[config.mk]
export PLATFORM = sky130hd
export DESIGN_NAME = drag_drop_transfer_tracker
export DESIGN_NICKNAME = d
export VERILOG_FILES = /design/src/hdl/ddtt_pkg.sv /design/src/hdl/ddtt_update.sv /design/src/hdl/drag_drop_transfer_tracker.sv
export SDC_FILE = /design/constraint.sdc
export NUM_CORES = 1
export LEC_CHECK = 0
export ABC_AREA = 0
export ABC_CLOCK_PERIOD_IN_PS = 5800
export BUFFER_PORTS_ARGS = -buffer_cell sky130_fd_sc_hd__buf_2
export CAP_MARGIN = 10
export CORE_AREA = 2 2 154 156
export DETAILED_ROUTE_END_ITERATION = 10
export DIE_AREA = 0 0 156 158
export PLACE_DENSITY = 0.8
export SETUP_SLACK_MARGIN = 0.4
export SYNTH_ARGS = -nofsm -noshare
export SYNTH_HDL_FRONTEND = slang
export SYNTH_HIERARCHICAL = 1
export SYNTH_SLANG_ARGS = --single-unit
[constraint.sdc]
create_clock -name clock -period 5.8 [get_ports clock]
set_input_delay 0.58 -clock clock [delete_from_list [all_inputs] [get_ports clock]]
set_output_delay 0.58 -clock clock [all_outputs]
set_load 0.01 [all_outputs]
[src/hdl/ddtt_pkg.sv]
`timescale 1ns / 1ps
// ----------------------------------------------------------------------------
// ddtt_pkg
// Shared types and constants for the drag-and-drop transfer tracker.
// ----------------------------------------------------------------------------
package ddtt_pkg;

   localparam int SectorW = 24;
   localparam int SecExtW = SectorW + 1;
   localparam int BytesW  = 24;

   localparam logic [SecExtW-1:0] INV_SECTOR = 25'h1FF_FFFF;
   localparam logic [8:0]         INV_FILE   = 9'h100;
   localparam logic [BytesW-1:0]  MAX_BYTES  = 24'hFF_FFFF;
   localparam logic [2:0]         KIND_NONE  = 3'd0;

   // transfer status / fail codes
   localparam logic [4:0] ST_OK           = 5'd0;
   localparam logic [4:0] ST_DONE         = 5'd1;
   localparam logic [4:0] ST_DONE_OR_CONT = 5'd2;
   localparam logic [4:0] ST_IN_PROGRESS  = 5'd3;
   localparam logic [4:0] ST_XFER_ERROR   = 5'd4;

   typedef enum logic [1:0] {
      OP_FILE_INFO    = 2'd0,
      OP_OPEN_RESULT  = 2'd1,
      OP_SECTOR_CHECK = 2'd2,
      OP_WRITE_RESULT = 2'd3
   } opcode_type;

   typedef struct packed {
      logic [1:0]         opcode;
      logic [7:0]         file_id;
      logic [SectorW-1:0] sector;
      logic               sector_valid;
      logic [23:0]        size_bytes;
      logic [2:0]         stream_type;
      logic [7:0]         sector_count;
      logic [4:0]         op_status;
   } req_item_type;

   typedef struct packed {
      logic               accept;
      logic               need_identify;
      logic [4:0]         fail_code;
      logic               finished;
      logic               remount_request;
      logic               stream_is_open;
   } rsp_item_type;

   typedef struct packed {
      logic [8:0]         file_handle;
      logic [SecExtW-1:0] first_sector;
      logic [SecExtW-1:0] next_sector;
      logic [BytesW-1:0]  bytes_done;
      logic [23:0]        expected_size;
      logic [4:0]         transfer_status;
      logic               finished_flag;
      logic               open_flag;
      logic [2:0]         stream_kind;
      logic [4:0]         last_fail;
   } track_state_type;

   localparam track_state_type STATE_RESET = '{
      file_handle:     INV_FILE,
      first_sector:    INV_SECTOR,
      next_sector:     INV_SECTOR,
      bytes_done:      '0,
      expected_size:   '0,
      transfer_status: ST_OK,
      finished_flag:   1'b0,
      open_flag:       1'b0,
      stream_kind:     KIND_NONE,
      last_fail:       ST_OK
   };

endpackage

[src/hdl/ddtt_update.sv]
`timescale 1ns / 1ps
// ----------------------------------------------------------------------------
// ddtt_update
// Next-state and result logic for one tracker event.
// ----------------------------------------------------------------------------
module ddtt_update
   import ddtt_pkg::*;
#(
   parameter int SECTOR_BYTES = 512
) (
   input  track_state_type cur_state,
   input  req_item_type    item,
   output track_state_type nxt_state,
   output rsp_item_type    result
);

   localparam int AddW = 8 + $clog2(SECTOR_BYTES + 1);
   localparam int SumW = ((AddW > BytesW) ? AddW : BytesW) + 1;

   opcode_type         op;
   logic [SecExtW-1:0] sec_ext;
   logic [SecExtW-1:0] start_sec;
   logic               in_order;
   logic [AddW-1:0]    add_bytes;
   logic [SumW-1:0]    sum_bytes;
   logic               do_check;
   logic               full;
   logic               nonzero;
   logic               accept;
   logic               ident;
   logic               remount;

   assign op        = opcode_type'(item.opcode);
   assign sec_ext   = {1'b0, item.sector};
   assign in_order  = cur_state.open_flag && (sec_ext >= cur_state.first_sector)
                      && (sec_ext == cur_state.next_sector);
   assign add_bytes = AddW'(item.sector_count) * AddW'(SECTOR_BYTES);
   assign sum_bytes = SumW'(cur_state.bytes_done) + SumW'(add_bytes);

   always_comb begin
      nxt_state = cur_state;
      start_sec = INV_SECTOR;
      do_check  = 1'b0;
      accept    = 1'b0;
      ident     = 1'b0;
      remount   = 1'b0;
      full      = 1'b0;
      nonzero   = 1'b0;

      // a finished transfer ignores everything
      if (!cur_state.finished_flag) begin
         unique case (op)
            OP_FILE_INFO: begin
               start_sec = item.sector_valid ? sec_ext : INV_SECTOR;
               if (cur_state.file_handle == INV_FILE)
                  nxt_state.file_handle = {1'b0, item.file_id};
               if (cur_state.first_sector == INV_SECTOR)
                  nxt_state.first_sector = start_sec;
               if (cur_state.stream_kind == KIND_NONE)
                  nxt_state.stream_kind = item.stream_type;
               if (item.size_bytes < cur_state.expected_size)
                  nxt_state.transfer_status = ST_XFER_ERROR;
               if (item.sector_valid && (start_sec != nxt_state.first_sector))
                  nxt_state.transfer_status = ST_XFER_ERROR;
               if (item.stream_type != nxt_state.stream_kind)
                  nxt_state.transfer_status = ST_XFER_ERROR;
               if (item.size_bytes > cur_state.expected_size)
                  nxt_state.expected_size = item.size_bytes;
               do_check = 1'b1;
               remount  = 1'b1;
            end
            OP_OPEN_RESULT: begin
               if (!cur_state.open_flag) begin
                  if (cur_state.first_sector == INV_SECTOR)
                     nxt_state.first_sector = sec_ext;
                  if (cur_state.stream_kind == KIND_NONE)
                     nxt_state.stream_kind = item.stream_type;
                  if (sec_ext != nxt_state.first_sector)
                     nxt_state.transfer_status = ST_XFER_ERROR;
                  if (item.stream_type != nxt_state.stream_kind)
                     nxt_state.transfer_status = ST_XFER_ERROR;
                  if (nxt_state.transfer_status == ST_OK)
                     nxt_state.transfer_status = item.op_status;
                  if (item.op_status == ST_OK) begin
                     nxt_state.next_sector = sec_ext;
                     nxt_state.open_flag   = 1'b1;
                  end
                  do_check = 1'b1;
                  remount  = 1'b1;
               end
            end
            OP_SECTOR_CHECK: begin
               ident  = !cur_state.open_flag;
               accept = in_order;
            end
            OP_WRITE_RESULT: begin
               if (in_order) begin
                  // byte count saturates
                  nxt_state.bytes_done = (sum_bytes > SumW'(MAX_BYTES)) ? MAX_BYTES
                                         : sum_bytes[BytesW-1:0];
                  nxt_state.next_sector     = sec_ext + SecExtW'(item.sector_count);
                  nxt_state.transfer_status = item.op_status;
                  do_check = 1'b1;
                  remount  = 1'b1;
               end
            end
            default: begin
            end
         endcase
      end

      if (do_check) begin
         full    = nxt_state.bytes_done >= nxt_state.expected_size;
         nonzero = nxt_state.expected_size != '0;
         priority if (nxt_state.transfer_status == ST_DONE && full && nonzero) begin
            nxt_state.last_fail     = ST_OK;
            nxt_state.finished_flag = 1'b1;
         end else if (nxt_state.transfer_status == ST_DONE_OR_CONT && full && nonzero) begin
            nxt_state.last_fail = ST_OK;
         end else if (nxt_state.transfer_status <= ST_DONE_OR_CONT) begin
            nxt_state.last_fail = ST_IN_PROGRESS;
         end else begin
            nxt_state.last_fail     = nxt_state.transfer_status;
            nxt_state.finished_flag = 1'b1;
         end
      end
   end

   assign result = '{
      accept:          accept,
      need_identify:   ident,
      fail_code:       nxt_state.last_fail,
      finished:        nxt_state.finished_flag,
      remount_request: remount,
      stream_is_open:  nxt_state.open_flag
   };

endmodule

[src/hdl/drag_drop_transfer_tracker.sv]
`timescale 1ns / 1ps
// ----------------------------------------------------------------------------
// drag_drop_transfer_tracker
// Follows one drag-and-drop programming transfer: file info, stream open,
// sector checks and sector writes, giving fail code, finish and remount.
//
//   channel  direction  handshake              payload
//   req_*    in         req_valid / req_stall  opcode, file_id, sector, ...
//   rsp_*    out        rsp_valid / rsp_stall  accept, fail_code, finished, ...
//
// one item per cycle unless the result is stalled; an item passes the input
// register, then the state update and result register in a single pass
// the tracker state sits in one register updated as the item leaves the
// input register, so back-to-back items see each other's effect
// reset (synchronous, active high) clears state and both valid flags
// a stalled result holds the input register, which then stalls req
// ----------------------------------------------------------------------------
module drag_drop_transfer_tracker
   import ddtt_pkg::*;
#(
   parameter int SECTOR_BYTES = 512
) (
   input  logic        clock,
   input  logic        reset,

   input  logic        req_valid,
   output logic        req_stall,
   input  logic [1:0]  req_opcode,
   input  logic [7:0]  req_file_id,
   input  logic [23:0] req_sector,
   input  logic        req_sector_valid,
   input  logic [23:0] req_size_bytes,
   input  logic [2:0]  req_stream_type,
   input  logic [7:0]  req_sector_count,
   input  logic [4:0]  req_op_status,

   output logic        rsp_valid,
   input  logic        rsp_stall,
   output logic        rsp_accept,
   output logic        rsp_need_identify,
   output logic [4:0]  rsp_fail_code,
   output logic        rsp_finished,
   output logic        rsp_remount_request,
   output logic        rsp_stream_is_open
);

   req_item_type    item_ff,       item_in;
   logic            item_valid_ff, item_valid_in;
   rsp_item_type    rsp_ff,        rsp_in;
   logic            rsp_valid_ff,  rsp_valid_in;
   track_state_type state_ff,      state_in;
   track_state_type state_calc;
   logic            advance;
   logic            load;

   ddtt_update #(
      .SECTOR_BYTES (SECTOR_BYTES)
   ) u_update (
      .cur_state (state_ff),
      .item      (item_ff),
      .nxt_state (state_calc),
      .result    (rsp_in)
   );

   assign advance   = item_valid_ff && (!rsp_valid_ff || !rsp_stall);
   assign req_stall = item_valid_ff && !advance;
   assign load      = req_valid && !req_stall;

   assign item_in = '{
      opcode:       req_opcode,
      file_id:      req_file_id,
      sector:       req_sector,
      sector_valid: req_sector_valid,
      size_bytes:   req_size_bytes,
      stream_type:  req_stream_type,
      sector_count: req_sector_count,
      op_status:    req_op_status
   };

   assign item_valid_in = load || (item_valid_ff && !advance);
   assign rsp_valid_in  = advance || (rsp_valid_ff && rsp_stall);
   assign state_in      = advance ? state_calc : state_ff;

   always_ff @(posedge clock) begin
      if (reset) begin
         item_valid_ff <= 1'b0;
         rsp_valid_ff  <= 1'b0;
         state_ff      <= STATE_RESET;
      end else begin
         item_valid_ff <= item_valid_in;
         rsp_valid_ff  <= rsp_valid_in;
         state_ff      <= state_in;
      end
   end

   always_ff @(posedge clock) begin
      if (load) begin
         item_ff <= item_in;
      end
      if (advance) begin
         rsp_ff <= rsp_in;
      end
   end

   assign rsp_valid           = rsp_valid_ff;
   assign rsp_accept          = rsp_ff.accept;
   assign rsp_need_identify   = rsp_ff.need_identify;
   assign rsp_fail_code       = rsp_ff.fail_code;
   assign rsp_finished        = rsp_ff.finished;
   assign rsp_remount_request = rsp_ff.remount_request;
   assign rsp_stream_is_open  = rsp_ff.stream_is_open;

   // a finished transfer stays finished until reset
   a_finish_sticky: assert property (@(posedge clock) disable iff (reset)
      state_ff.finished_flag |=> state_ff.finished_flag)
      else $error("finished flag dropped without reset");

   // an accepted sector needs an open stream
   a_accept_open: assert property (@(posedge clock) disable iff (reset)
      (rsp_valid && rsp_accept) |-> (rsp_stream_is_open && !rsp_need_identify))
      else $error("sector accepted while stream closed");

   // sector checks never ask for a remount
   a_accept_no_remount: assert property (@(posedge clock) disable iff (reset)
      rsp_valid |-> !((rsp_accept || rsp_need_identify) && rsp_remount_request))
      else $error("sector check raised remount");

   // the result register only moves when it was empty or taken
   a_rsp_hold: assert property (@(posedge clock) disable iff (reset)
      (rsp_valid && rsp_stall) |=> (rsp_valid && $stable(rsp_ff)))
      else $error("stalled result changed");

endmodule
==> results.yml <==
sta:
  setup_ws_ns: 0.635
  setup_viol: 0
  final.setup.tns_ns: 0
  min_period_ns: 5.16
  hold_viol: 0
  finalMaxSlewViolations: 0
  fmax_mhz: 194
  rsz0062_at_grt: "yes"
  slew_headroom_pct: 31.3
  tightest_slew_ns: 1.02
  finClkSkew_ns: 0.0121
  period_share_pct: 89.0
synth:
  syn_avg_cell_area_um2: 8.88
  syn_inst: 1447
  syn_nets: 1616
  yosys_warnings: 6
  synth_area_um2: 12800
layout:
  seqCellArea_um2: 4620
  fillers: 1946
  area_delta_synth_final_pct: 10.1
  drive_gt1_share_pct: 12.3
  fin_area_um2: 14100
  nets: 1669
  diodes: 0
  multi_input_comb_area_um2: 7480
power:
  clkPwrFrac_pct: 35.7
  intPower_mw: 2.38
  ir_drop_mv: 0.217
  leakagePower_nw: 6.10
  power_frac_seq_pct: 45.9
  switchingPower_mw: 0.990
  netSwitchingFraction_pct: 29.4
  p_comb_share_pct: 18.4
  finalPower_mw: 3.37
  power_density_nw_per_um2: 238
floorplanning:
  die_w_um: 156
  die_y_um: 158
  die_area_um2: 24600
  initial_core_util_pct: 55.7
  core_region_area_um2: 23100
  pin_count: 91
  rows: 56
routing:
  wl_per_cell_um: 18.3
  vias: 10800
  drc: 0
  dr.pass1.iters: 6
  wl_mm: 33.0
  via_per_inst: 5.97
  drt_iter0_markers: 1048
  ant_nets: 0
critical_path:
  start_kind: "register"
  arrival_ns: 5.45
  endpoint_kind: "register"
  critPathKind: "register to register"
  critical_path_required_ns: 6.09
  cp_max_fo: 26
placed_design:
  place_area_um2: 13400
  gp_congestion: 0.952
  hpwl_mm: 23.3
  portBuffers: 82
  post-place-ws_ns: 0.205
clock_tree:
  clkTransAtPathRegs_ns: 0.07
  cts_buffers: 17
  tritoncts: "done"
  cts.sinks: 192
  clkLatencyLatePin_ns: 0.44
  cts-root-buf: "clkbuf_16"
  cts_max_path_buffers: 2
  cts.htree.levels: 4
global_routing:
  overflow: 0
  grt_pass1_vias: 10100
  grt_usage_pct: 26.7
  grt_antenna_before_repair: 0
  grt_max_degree: 124
  grt_pass1_wl_mm: 52.2
flow_run:
  max_cap_violations: 0
hold_path:
  hold_class: "primary input to register"
status:
  outcome: "complete, no violations"
==> worst max-delay path, cell delays in order, from the launching register on <==
cell       delay, ns
edfxtp_1        0.43
ha_1            0.34
and4_1          0.29
nand4_1         0.14
nor3_1          0.48
o31a_1          0.24
o211ai_1        0.14
buf_4           0.31
nand2_1         0.11
o21ai_0         0.13
ha_1            0.34
nand2b_1        0.12
a21o_1          0.12
a21o_1          0.10
a21oi_1         0.06
o21ai_0         0.29
a41o_1          0.22
nand2_1         0.07
o2bb2ai_2       0.17
or4b_1          0.53
mux2i_1         0.19
nor3b_2         0.08
nand2b_1        0.07
mux2i_1         0.06
==> final timing paths <==
check                                   start           end  slack (ns)  cells past startpoint
worst min register to register   state_ff[44]  state_ff[44]        0.47                      2
worst max register to register    item_ff[39]   state_ff[1]        0.64                     23
worst min-delay path            req_sector[7]   item_ff[48]        0.31                      1
worst max-delay path              item_ff[39]   state_ff[1]        0.64                     23
==> cell type report <==
type                       count  share of cell area, %
tap                          290                   2.57
clock inverter                14                   1.12
inverter                      98                   2.60
multi-input combinational   1070                   52.9
timing repair buffer         121                   5.11
clock buffer                  18                   3.04
sequential                   192                   32.7
==> cell usage in the layout (no fill, tap or decap), types with 4 or more instances in the layout <==
cell type and n:
nor2_1 196, nand2b_1 144, nand2_1 66, edfxtp_1 77
a22o_1 12, or2_2 4, a221o_1 6, mux2i_1 142
or3_1 4, clkbuf_16 17, a21o_1 17, a211oi_1 5
nand4_1 31, a2111oi_2 4, buf_2 81, inv_1 96
nor4_1 25, nor3_1 23, inv_8 4, o21ai_0 40
xor2_1 28, xnor2_1 13, o31ai_1 5, nand3_1 20
o21a_1 4, nor2b_1 35, a22oi_1 7, dfxtp_1 113
buf_4 38, o21bai_1 8, o211ai_1 4, a21oi_1 46
and3_1 4, ha_1 88, o22ai_1 17
==> state kept, by name, indices dropped and copies added, names as in the netlist <==
name and cells:
item_valid_ff 1, rsp_accept 1, rsp_remount_request 1, rsp_need_identify 1, rsp_fail_code 5, item_ff 67, rsp_valid 1, rsp_finished 1
state_ff 113, rsp_stream_is_open 1
==> what timing repair did <==
item | in CTS | in global routing
hold buffers | 0 | 0
gates resized for setup | 3 | 23
endpoints found under the hold margin | 0 | 0
setup buffers | 3 | 4
setup endpoints to repair | 6 | 6
pin swaps | 0 | 2
==> routing by layer <==
layer / track usage, % / part of all wire, %
met5: 0 / 0
met4: 6.77 / 1.6
met3: 4.63 / 7.0
met2: 43.3 / 46
met1: 37.3 / 45
==> metrics by stage <==
step / util (%) / hold WS [ns] / instances
2_1_floorplan: - / 0.444 / 1447
3_3_place_gp: 58.1 / 0.454 / 1764
3_5_place_dp: 58.1 / 0.463 / 1764
4_1_cts: 60.8 / 0.301 / 1799
5_1_grt: 61.3 / 0.292 / 1803
6_report: 61.3 / 0.313 / 1803
==> power by group through the flow <==
stage          sequential, mW  combinational, mW  clock [mW]
6_report                 1.54              0.620        1.20
5_1_grt                  1.55              0.676        1.27
4_1_cts                  1.54              0.597        1.22
3_5_place_dp             1.57              0.589           0
3_3_place_gp             1.57              0.570           0
2_1_floorplan            1.54              0.456           0
Power figures use the tool's default switching activity.
